### config.mk
export PLATFORM = sky130hd
export DESIGN_NAME = pulse_beat_detector_core
export DESIGN_NICKNAME = d
export VERILOG_FILES = /design/src/sv/pbd_pkg.sv /design/src/sv/pulse_beat_detector_core.sv /design/src/sv/pbd_div.sv
export SDC_FILE = /design/constraint.sdc
export NUM_CORES = 1
export LEC_CHECK = 0
export ABC_AREA = 1
export BUFFER_PORTS_ARGS = -buffer_cell sky130_fd_sc_hd__buf_4
export CAP_MARGIN = 20
export CORE_MARGIN = 1
export CORE_UTILIZATION = 50
export CTS_CLUSTER_SIZE = 28
export DETAILED_ROUTE_END_ITERATION = 10
export PLACE_DENSITY_LB_ADDON = 0.2
export RECOVER_POWER = 100
export SLEW_MARGIN = 10
export SYNTH_ARGS = -nofsm -noshare
export SYNTH_HDL_FRONTEND = slang
export SYNTH_SLANG_ARGS = --single-unit
export TNS_END_PERCENT = 30
### constraint.sdc
create_clock -name clk -period 6.3 [get_ports clk]
set_input_delay 0.315 -clock clk [delete_from_list [all_inputs] [get_ports clk]]
set_output_delay 0.315 -clock clk [all_outputs]
set_load 0.05 [all_outputs]
### src/sv/pbd_pkg.sv
package pbd_pkg;

	// field and register widths
	localparam int SAMPLE_W   = 10;
	localparam int IVL_W      = 13;
	localparam int RATE_W     = 8;
	localparam int MPS_W      = 4;
	localparam int BLANK_W    = 10;
	localparam int CFG_IDX_W  = 2;
	localparam int CFG_DATA_W = 13;

	// elapsed time never exceeds the longest timeout plus one step
	localparam int SINCE_W  = 14;
	localparam int MINUTE_W = 16;

	// register indexes
	localparam logic [CFG_IDX_W-1:0] REG_THRESH_DEFAULT = 2'd0;
	localparam logic [CFG_IDX_W-1:0] REG_MS_PER_SAMPLE  = 2'd1;
	localparam logic [CFG_IDX_W-1:0] REG_NOISE_BLANK    = 2'd2;
	localparam logic [CFG_IDX_W-1:0] REG_BEAT_TIMEOUT   = 2'd3;

	// register reset values
	localparam logic [SAMPLE_W-1:0] THRESH_DEFAULT_RST = 10'd550;
	localparam logic [MPS_W-1:0]    MS_PER_SAMPLE_RST  = 4'd2;
	localparam logic [BLANK_W-1:0]  NOISE_BLANK_RST    = 10'd250;
	localparam logic [IVL_W-1:0]    BEAT_TIMEOUT_RST   = 13'd2500;

	// detector constants
	localparam logic [SAMPLE_W-1:0] MIDSCALE      = SAMPLE_W'(1 << (SAMPLE_W - 1));
	localparam logic [SAMPLE_W-1:0] SAMPLE_MAX    = {SAMPLE_W{1'b1}};
	localparam logic [IVL_W-1:0]    IVL_RESET     = 13'd600;
	localparam logic [IVL_W-1:0]    IVL_MAX       = {IVL_W{1'b1}};
	localparam logic [RATE_W-1:0]   RATE_MAX      = {RATE_W{1'b1}};
	localparam int                  MS_PER_MINUTE = 60000;
	localparam int                  SETTLE_DEN    = 5;
	localparam logic [IVL_W-1:0]    SETTLE_RESET  = IVL_W'((600 / SETTLE_DEN) * 3);
	localparam logic [SINCE_W-1:0]  SINCE_MAX     = SINCE_W'(8191 + 15);

endpackage

### src/sv/pulse_beat_detector_core.sv
// pulse beat detector: one converter sample in, one status item out
// config channel: cfg_valid/cfg_ready with cfg_index and cfg_data, always ready;
//   write registers only while the block is idle
// input channel: in_valid/in_ready with sample; in_ready is high while no
//   sample is being worked on
// output channel: out_valid/out_ready with bpm, beat_interval, pulse_high,
//   beat_strobe and threshold, one item per sample
// an ordinary sample passes through the EVAL and DONE states before out_valid;
//   a new sample is taken only once the last item has left the DONE state
// a beat that yields a rate sums the history in the SUM state, then takes
//   three passes of the shared bit-serial divider (sum / depth,
//   60000 / average, interval / 5)
// the discarded first beat costs one divider pass (interval / 5)
// the next sample is taken as soon as the result sits in the output register,
//   so a stalled receiver holds only one item; a second finished item waits
//   in the block and in_ready stays low until out_ready frees the register
// reset: registers return to their defaults, threshold 550, history cleared,
//   no beat pending, rate 0
module pulse_beat_detector_core
	import pbd_pkg::*;
#(
	parameter int HISTORY_DEPTH = 10
) (
	input  logic                  clk,
	input  logic                  arst_n,
	input  logic                  cfg_valid,
	output logic                  cfg_ready,
	input  logic [CFG_IDX_W-1:0]  cfg_index,
	input  logic [CFG_DATA_W-1:0] cfg_data,
	input  logic                  in_valid,
	output logic                  in_ready,
	input  logic [SAMPLE_W-1:0]   sample,
	output logic                  out_valid,
	input  logic                  out_ready,
	output logic [RATE_W-1:0]     bpm,
	output logic [IVL_W-1:0]      beat_interval,
	output logic                  pulse_high,
	output logic                  beat_strobe,
	output logic [SAMPLE_W-1:0]   threshold
);

	localparam int CNT_W = $clog2(HISTORY_DEPTH);
	localparam int SUM_W = IVL_W + CNT_W;
	localparam int DIV_W = (SUM_W > MINUTE_W) ? SUM_W : MINUTE_W;

	// sequencer states
	localparam logic [2:0] ST_IDLE   = 3'd0;
	localparam logic [2:0] ST_EVAL   = 3'd1;
	localparam logic [2:0] ST_SUM    = 3'd2;
	localparam logic [2:0] ST_AVG    = 3'd3;
	localparam logic [2:0] ST_RATE   = 3'd4;
	localparam logic [2:0] ST_SETTLE = 3'd5;
	localparam logic [2:0] ST_DONE   = 3'd6;

	logic [2:0] state_q;

	// configuration registers
	logic [SAMPLE_W-1:0] thresh_default_q;
	logic [MPS_W-1:0]    mps_q;
	logic [BLANK_W-1:0]  blank_q;
	logic [IVL_W-1:0]    timeout_q;

	// detector state
	logic [SAMPLE_W-1:0] sample_q;
	logic [SINCE_W-1:0]  since_q;
	logic [IVL_W-1:0]    interval_q;
	logic [IVL_W-1:0]    settle_q;
	logic [SAMPLE_W-1:0] peak_q;
	logic [SAMPLE_W-1:0] trough_q;
	logic [SAMPLE_W-1:0] thresh_q;
	logic                in_pulse_q;
	logic                first_q;
	logic                second_q;
	logic [IVL_W-1:0]    hist_q [HISTORY_DEPTH];
	logic [RATE_W-1:0]   rate_q;
	logic                strobe_q;
	logic [SUM_W-1:0]    acc_q;
	logic [CNT_W-1:0]    cnt_q;

	// output register
	logic                out_valid_q;
	logic [RATE_W-1:0]   bpm_q;
	logic [IVL_W-1:0]    interval_out_q;
	logic                pulse_out_q;
	logic                strobe_out_q;
	logic [SAMPLE_W-1:0] thresh_out_q;
	logic                out_free;

	// evaluation of the current sample
	logic                below;
	logic                above;
	logic                past_settle;
	logic [SAMPLE_W-1:0] peak_n;
	logic [SAMPLE_W-1:0] trough_n;
	logic                beat;
	logic                beat_end;
	logic                timed_out;
	logic [IVL_W-1:0]    ivl_sat;
	logic signed [SAMPLE_W:0]   amp;
	logic signed [SAMPLE_W:0]   half;
	logic signed [SAMPLE_W+1:0] mid_sum;
	logic [SAMPLE_W-1:0] mid_thresh;
	logic                sum_last;
	logic [SUM_W-1:0]    sum_final;

	// divider hookup
	logic                div_start;
	logic [DIV_W-1:0]    div_dividend;
	logic [IVL_W-1:0]    div_divisor;
	logic                div_done;
	logic [DIV_W-1:0]    div_quotient;
	logic [RATE_W-1:0]   rate_sat;
	logic [IVL_W-1:0]    quo_ivl;
	logic [IVL_W-1:0]    settle_n;

	assign cfg_ready = 1'b1;
	assign in_ready  = (state_q == ST_IDLE);
	assign out_free  = !out_valid_q || out_ready;

	assign below       = sample_q < thresh_q;
	assign above       = sample_q > thresh_q;
	assign past_settle = since_q > SINCE_W'(settle_q);

	assign trough_n = (below && past_settle && sample_q < trough_q) ? sample_q : trough_q;
	assign peak_n   = (above && sample_q > peak_q) ? sample_q : peak_q;

	assign beat = (since_q > SINCE_W'(blank_q)) && above && !in_pulse_q && past_settle;
	// a beat needs the sample above threshold, so it never ends in the same step
	assign beat_end  = below && in_pulse_q;
	assign timed_out = since_q > SINCE_W'(timeout_q);
	assign ivl_sat   = (since_q > SINCE_W'(IVL_MAX)) ? IVL_MAX : since_q[IVL_W-1:0];

	// midpoint of peak and trough, halving rounds toward zero
	assign amp        = $signed({1'b0, peak_n}) - $signed({1'b0, trough_n});
	assign half       = (amp + $signed({{SAMPLE_W{1'b0}}, amp[SAMPLE_W]})) >>> 1;
	assign mid_sum    = $signed({half[SAMPLE_W], half}) + $signed({2'b00, trough_n});
	assign mid_thresh = mid_sum[SAMPLE_W+1] ? '0 :
		(mid_sum[SAMPLE_W] ? SAMPLE_MAX : mid_sum[SAMPLE_W-1:0]);

	assign sum_last  = (cnt_q == CNT_W'(HISTORY_DEPTH - 1));
	assign sum_final = acc_q + SUM_W'(hist_q[0]);

	// a zero average divides to all ones and so saturates as well
	assign rate_sat = (div_quotient > DIV_W'(RATE_MAX)) ? RATE_MAX :
		div_quotient[RATE_W-1:0];
	assign quo_ivl  = div_quotient[IVL_W-1:0];
	assign settle_n = quo_ivl + (quo_ivl << 1);

	// the one divider serves the average, the rate and the settle time
	always_comb begin
		div_start    = 1'b0;
		div_dividend = '0;
		div_divisor  = '0;
		case (state_q)
			ST_EVAL: begin
				if (beat && first_q) begin
					div_start    = 1'b1;
					div_dividend = DIV_W'(ivl_sat);
					div_divisor  = IVL_W'(SETTLE_DEN);
				end
			end
			ST_SUM: begin
				if (sum_last) begin
					div_start    = 1'b1;
					div_dividend = DIV_W'(sum_final);
					div_divisor  = IVL_W'(HISTORY_DEPTH);
				end
			end
			ST_AVG: begin
				if (div_done) begin
					div_start    = 1'b1;
					div_dividend = DIV_W'(MS_PER_MINUTE);
					div_divisor  = quo_ivl;
				end
			end
			ST_RATE: begin
				if (div_done) begin
					div_start    = 1'b1;
					div_dividend = DIV_W'(interval_q);
					div_divisor  = IVL_W'(SETTLE_DEN);
				end
			end
			default: begin
				div_start = 1'b0;
			end
		endcase
	end

	pbd_div #(
		.DW(DIV_W),
		.VW(IVL_W)
	) u_div (
		.clk      (clk),
		.arst_n   (arst_n),
		.start    (div_start),
		.dividend (div_dividend),
		.divisor  (div_divisor),
		.done     (div_done),
		.quotient (div_quotient)
	);

	// configuration writes
	always_ff @(posedge clk or negedge arst_n) begin
		if (!arst_n) begin
			thresh_default_q <= THRESH_DEFAULT_RST;
			mps_q            <= MS_PER_SAMPLE_RST;
			blank_q          <= NOISE_BLANK_RST;
			timeout_q        <= BEAT_TIMEOUT_RST;
		end else if (cfg_valid && cfg_ready) begin
			case (cfg_index)
				REG_THRESH_DEFAULT: thresh_default_q <= cfg_data[SAMPLE_W-1:0];
				REG_MS_PER_SAMPLE:  mps_q            <= cfg_data[MPS_W-1:0];
				REG_NOISE_BLANK:    blank_q          <= cfg_data[BLANK_W-1:0];
				REG_BEAT_TIMEOUT:   timeout_q        <= cfg_data[IVL_W-1:0];
				default: begin
					mps_q <= mps_q;
				end
			endcase
		end
	end

	// sequencer and detector state
	always_ff @(posedge clk or negedge arst_n) begin
		if (!arst_n) begin
			state_q    <= ST_IDLE;
			since_q    <= '0;
			interval_q <= IVL_RESET;
			settle_q   <= SETTLE_RESET;
			peak_q     <= MIDSCALE;
			trough_q   <= MIDSCALE;
			thresh_q   <= THRESH_DEFAULT_RST;
			in_pulse_q <= 1'b0;
			first_q    <= 1'b1;
			second_q   <= 1'b0;
			rate_q     <= '0;
			strobe_q   <= 1'b0;
			acc_q      <= '0;
			cnt_q      <= '0;
			for (int i = 0; i < HISTORY_DEPTH; i++) begin
				hist_q[i] <= '0;
			end
		end else begin
			case (state_q)
				ST_IDLE: begin
					if (in_valid) begin
						// elapsed time since the last beat advances by one step
						since_q <= since_q + SINCE_W'(mps_q);
						state_q <= ST_EVAL;
					end
				end
				ST_EVAL: begin
					strobe_q <= 1'b0;
					peak_q   <= peak_n;
					trough_q <= trough_n;
					state_q  <= ST_DONE;
					if (beat) begin
						in_pulse_q <= 1'b1;
						interval_q <= ivl_sat;
						since_q    <= '0;
						if (first_q) begin
							// first beat only starts the interval count and sets the settle time
							first_q  <= 1'b0;
							second_q <= 1'b1;
							state_q  <= ST_SETTLE;
						end else begin
							// second beat seeds every entry, later ones shift in
							for (int i = 0; i < HISTORY_DEPTH - 1; i++) begin
								hist_q[i] <= second_q ? ivl_sat : hist_q[i+1];
							end
							hist_q[HISTORY_DEPTH-1] <= ivl_sat;
							second_q <= 1'b0;
							acc_q    <= '0;
							cnt_q    <= '0;
							state_q  <= ST_SUM;
						end
					end else if (beat_end) begin
						in_pulse_q <= 1'b0;
						thresh_q   <= mid_thresh;
						peak_q     <= mid_thresh;
						trough_q   <= mid_thresh;
					end
					// no beat for too long: back to defaults, skipped on a first beat
					if (timed_out && !(beat && first_q)) begin
						thresh_q   <= thresh_default_q;
						peak_q     <= MIDSCALE;
						trough_q   <= MIDSCALE;
						since_q    <= '0;
						first_q    <= 1'b1;
						second_q   <= 1'b0;
						rate_q     <= '0;
						interval_q <= IVL_RESET;
						settle_q   <= SETTLE_RESET;
						in_pulse_q <= 1'b0;
						state_q    <= ST_DONE;
					end
				end
				ST_SUM: begin
					// rotate the history once through the accumulator
					acc_q <= sum_final;
					for (int i = 0; i < HISTORY_DEPTH - 1; i++) begin
						hist_q[i] <= hist_q[i+1];
					end
					hist_q[HISTORY_DEPTH-1] <= hist_q[0];
					cnt_q <= cnt_q + 1'b1;
					if (sum_last) begin
						state_q <= ST_AVG;
					end
				end
				ST_AVG: begin
					if (div_done) begin
						state_q <= ST_RATE;
					end
				end
				ST_RATE: begin
					if (div_done) begin
						rate_q   <= rate_sat;
						strobe_q <= 1'b1;
						state_q  <= ST_SETTLE;
					end
				end
				ST_SETTLE: begin
					if (div_done) begin
						settle_q <= settle_n;
						state_q  <= ST_DONE;
					end
				end
				ST_DONE: begin
					if (out_free) begin
						state_q <= ST_IDLE;
					end
				end
				default: begin
					state_q <= ST_IDLE;
				end
			endcase
		end
	end

	// sample capture
	always_ff @(posedge clk) begin
		if (in_valid && in_ready) begin
			sample_q <= sample;
		end
	end

	// output register
	always_ff @(posedge clk or negedge arst_n) begin
		if (!arst_n) begin
			out_valid_q <= 1'b0;
		end else if (state_q == ST_DONE && out_free) begin
			out_valid_q <= 1'b1;
		end else if (out_ready) begin
			out_valid_q <= 1'b0;
		end
	end

	always_ff @(posedge clk) begin
		if (state_q == ST_DONE && out_free) begin
			bpm_q          <= rate_q;
			interval_out_q <= interval_q;
			pulse_out_q    <= in_pulse_q;
			strobe_out_q   <= strobe_q;
			thresh_out_q   <= thresh_q;
		end
	end

	assign out_valid     = out_valid_q;
	assign bpm           = bpm_q;
	assign beat_interval = interval_out_q;
	assign pulse_high    = pulse_out_q;
	assign beat_strobe   = strobe_out_q;
	assign threshold     = thresh_out_q;

	// a fresh rate comes from an interval of at most 8191 ms, so it is never zero
	assert property (@(posedge clk) disable iff (!arst_n)
		out_valid && beat_strobe |-> bpm != '0)
		else $error("rate strobe with zero rate");

	// a rate is only computed on the beat that starts a pulse
	assert property (@(posedge clk) disable iff (!arst_n)
		out_valid && beat_strobe |-> pulse_high)
		else $error("rate strobe outside a pulse");

	assert property (@(posedge clk) disable iff (!arst_n)
		!(first_q && second_q))
		else $error("first and second beat both pending");

	// timeout keeps the elapsed time bounded
	assert property (@(posedge clk) disable iff (!arst_n)
		since_q <= SINCE_MAX)
		else $error("elapsed time past bound");

	assert property (@(posedge clk) disable iff (!arst_n)
		div_done |-> state_q == ST_AVG || state_q == ST_RATE || state_q == ST_SETTLE)
		else $error("divider result with nobody waiting");

endmodule

### src/sv/pbd_div.sv
module pbd_div #(
	parameter int DW = 17,
	parameter int VW = 13
) (
	input  logic          clk,
	input  logic          arst_n,
	input  logic          start,
	input  logic [DW-1:0] dividend,
	input  logic [VW-1:0] divisor,
	output logic          done,
	output logic [DW-1:0] quotient
);

	localparam int CNT_W = $clog2(DW);

	logic             busy_q;
	logic             done_q;
	logic [CNT_W-1:0] cnt_q;
	logic [DW-1:0]    quo_q;
	logic [VW-1:0]    rem_q;
	logic [VW-1:0]    den_q;
	logic [VW:0]      trial;
	logic [VW:0]      diff;
	logic             fit;

	// restoring division, one quotient bit per cycle
	assign trial = {rem_q, quo_q[DW-1]};
	assign diff  = trial - {1'b0, den_q};
	assign fit   = trial >= {1'b0, den_q};

	always_ff @(posedge clk or negedge arst_n) begin
		if (!arst_n) begin
			busy_q <= 1'b0;
			done_q <= 1'b0;
			cnt_q  <= '0;
		end else begin
			done_q <= 1'b0;
			if (start) begin
				busy_q <= 1'b1;
				cnt_q  <= '0;
			end else if (busy_q) begin
				if (cnt_q == CNT_W'(DW - 1)) begin
					busy_q <= 1'b0;
					done_q <= 1'b1;
				end else begin
					cnt_q <= cnt_q + 1'b1;
				end
			end
		end
	end

	// dividend bits leave at the top while quotient bits enter at the bottom
	always_ff @(posedge clk) begin
		if (start) begin
			quo_q <= dividend;
			rem_q <= '0;
			den_q <= divisor;
		end else if (busy_q) begin
			quo_q <= {quo_q[DW-2:0], fit};
			rem_q <= fit ? diff[VW-1:0] : trial[VW-1:0];
		end
	end

	assign done     = done_q;
	assign quotient = quo_q;

endmodule
==> impl_metrics.json <==
{
  "rows": 73,
  "first_iter_violations": 1331,
  "slew-limit-headroom": -1.18,
  "worstSetupPathType": "reg2reg",
  "fmax_mhz": 171,
  "cp_data_arrival_time_ps": 6310,
  "status": "complete, but fails checks",
  "tritoncts": "yes",
  "worstSetupStartpointType": "flip-flop",
  "fillers": 3656,
  "initial_utilization": 0.508,
  "synth.distinct_cells": 59,
  "finalHoldViolCount": 0,
  "dieArea_mm2": 0.0412,
  "min_period_ps": 5860,
  "grt_max_degree": 156,
  "critPathBufInv": 6,
  "cpMaxStageDelayCell": "dfstp_2",
  "violations": "max-capacitance violations, max-slew violations",
  "async_flop_share": 0.766,
  "port_buffers": 64,
  "critPathCaptureType": "flip-flop",
  "cp.required_ps": 6750,
  "drtPass1Iterations": 6,
  "seq_area_frac_synth": 0.471,
  "r2r_cells": 34,
  "ant_nets": 0,
  "power_density_mw_per_mm2": 218,
  "hp-class": "in2reg",
  "syn_avg_cell_area_um2": 8.20,
  "drv_cap": 3,
  "grt_pass1_wl_um": 86700,
  "cts_root_buf": "clkbuf_16",
  "dp.cells": 3006,
  "slowest_delay_ps": 570,
  "drive_above_1_share": 0.0893,
  "pin_count": 66,
  "period_share": 0.931,
  "hpwlAfterDp_um": 38700,
  "drv_slew": 327,
  "cts.sinks": 367,
  "core_region_area_mm2": 0.0398,
  "synth_area_mm2": 0.0202,
  "antenna_cells": 0,
  "vdd_drop_max_v": 0.000207,
  "clkLatencyLatePin_ps": 550,
  "antenna_found_initial": 0,
  "area_growth_pct": 12.4,
  "p_leak_nw": 10.8,
  "finClkSkew_ps": 23.5,
  "die_h_um": 203,
  "layout.cells.non_filler": 3102,
  "place_congestion": 0.913,
  "wl_per_cell_um": 17.4,
  "path_common_cell": "nand2_1",
  "synth_top_flop_cell": "dfrtp_1",
  "vias": 17000,
  "htree_num_levels": 2,
  "finalWirelength_um": 54000,
  "nNetsFinal": 2713,
  "cts_buffer_depth": 3,
  "finalSetupViolCount": 0,
  "remaining_drc_errors": 0,
  "via_per_inst": 5.47,
  "hold_depth": 3,
  "clkTransAtPathRegs_ps": 70,
  "overflow": 0,
  "grt_pass1_vias": 16000,
  "synth_edf_count": 73,
  "path_depth": 34,
  "grt_use_total": 0.266,
  "tightest_slew_ps": 3280,
  "ys_seq_elements": 367,
  "cts-buffers-inserted": 40,
  "path_max_fanout": 12,
  "synth_nets": 2631,
  "seq_area_mm2": 0.00952,
  "mostFrequentLayoutCell": "nand2_1",
  "final_util": 0.571,
  "die_w_um": 203,
  "multi_input_area_mm2": 0.00936,
  "final_cell_mix": "nand2_1, inv_1, dfrtp_1",
  "syn_inst": 2465,
  "yosys_warnings": 0,
  "cp_top_family": "simple AND/OR/NAND/NOR gates"
}
## per-stage QoR
step	power, mW	hold slack [ps]	cell area [µm²]	setup TNS, ps	setup slack, ps
2_1_floorplan	2.61	19.4	20200	0	769
3_3_place_gp	2.69	431	21300	0	210
3_5_place_dp	2.69	446	21300	0	42.0
4_1_cts	5.01	4.19	22700	0	35.9
5_1_grt	5.12	47.2	22700	-27.0	-26.1
6_report	4.96	31.1	22700	0	437
## synthesized netlist by cell type, drive strengths merged (25+ instances only)
| master | number | share of area |
|---|---|---|
| clkbuf | 79 | 0.015 |
| dfrtp | 250 | 0.31 |
| nand2 | 630 | 0.12 |
| a31oi | 105 | 0.033 |
| nor2 | 257 | 0.049 |
| dfstp | 31 | 0.040 |
| a21oi | 117 | 0.029 |
| inv | 285 | 0.053 |
| o21ai | 212 | 0.053 |
| nand3 | 115 | 0.031 |
| xor2 | 25 | 0.011 |
| ha | 130 | 0.080 |
| edfxtp | 73 | 0.11 |
## area by class of cell
cell class,instances,area share
Tap cell,525,0.0289
Sequential cell,367,0.419
Timing Repair inverter,1,0.000330
Clock inverter,15,0.00479
Timing Repair Buffer,123,0.0341
Clock buffer,57,0.0519
Inverter,293,0.0488
Multi-Input combinational cell,1721,0.412
## path summary, 6_finish.rpt
kind	start	end	slack [ps]
max in group asynchronous	arst_n	hist_q[55]	1310
setup reg to reg	thresh_q[9]	trough_q[4]	440
hold reg to reg	rate_q[7]	bpm[7]	460
setup / recovery	thresh_q[9]	trough_q[4]	440
hold / removal	cfg_data[11]	timeout_q[11]	30
min in group asynchronous	arst_n	u_div.cnt_q[2]	1390
## per-layer routing
| layer | global-route usage | up-vias | share of wire |
|---|---|---|---|
| met4 | 0.0644 | 0 | 0.018 |
| met2 | 0.401 | 464 | 0.44 |
| met5 | 0 | - | 0 |
| met3 | 0.0335 | 65 | 0.057 |
| li1 | - | 8317 | - |
| met1 | 0.404 | 8110 | 0.49 |
## cells by family (layout without fill, tap and decap cells)
group	count (synthesis)	in the layout	share of synthesized area
other cells	1	1	0.000185
compound gates	506	506	0.142
buf+inv	377	489	0.0713
flops	367	367	0.471
simple gates	1043	1043	0.214
xor+xnor	35	35	0.0155
fa+ha+maj	136	136	0.0864
## power breakdown
| group | internal [mW] | switching, mW | total [mW] |
|---|---|---|---|
| registers | 2.46 | 0.0261 | 2.49 |
| clock network | 1.35 | 0.965 | 2.31 |
| logic | 0.0561 | 0.104 | 0.160 |
## worst reg2reg max path: cells and delay by family (launching register included)
kind / cells / cell delay, ps
compound gates: 5 / 680
xor+xnor: 2 / 540
fa+ha+maj: 4 / 1260
buf+inv: 6 / 820
flops: 1 / 570
simple gates: 17 / 1930
## sequential cells by signal (all words and copies together), names as in the netlist, 13 cells and up
| register | count |
|---|---|
| acc_q | 17 |
| beat_interval | 13 |
| hist_q | 130 |
| interval_q | 13 |
| settle_q | 13 |
| since_q | 14 |
| timeout_q | 13 |
| u_div.den_q | 13 |
| u_div.quotient | 17 |
| u_div.rem_q | 13 |
## repair_timing
| item | in CTS | in global routing |
|---|---|---|
| cloned | 0 | 1 |
| gates resized for setup | 1 | 27 |
| setup endpoints to repair | 1 | 30 |
| pin swaps | 0 | 8 |
| endpoints found under the hold margin | 119 | 0 |
| hold buffers | 11 | 0 |
| buffers inserted | 0 | 8 |
No activity file was read; power rests on OpenSTA's default activity.
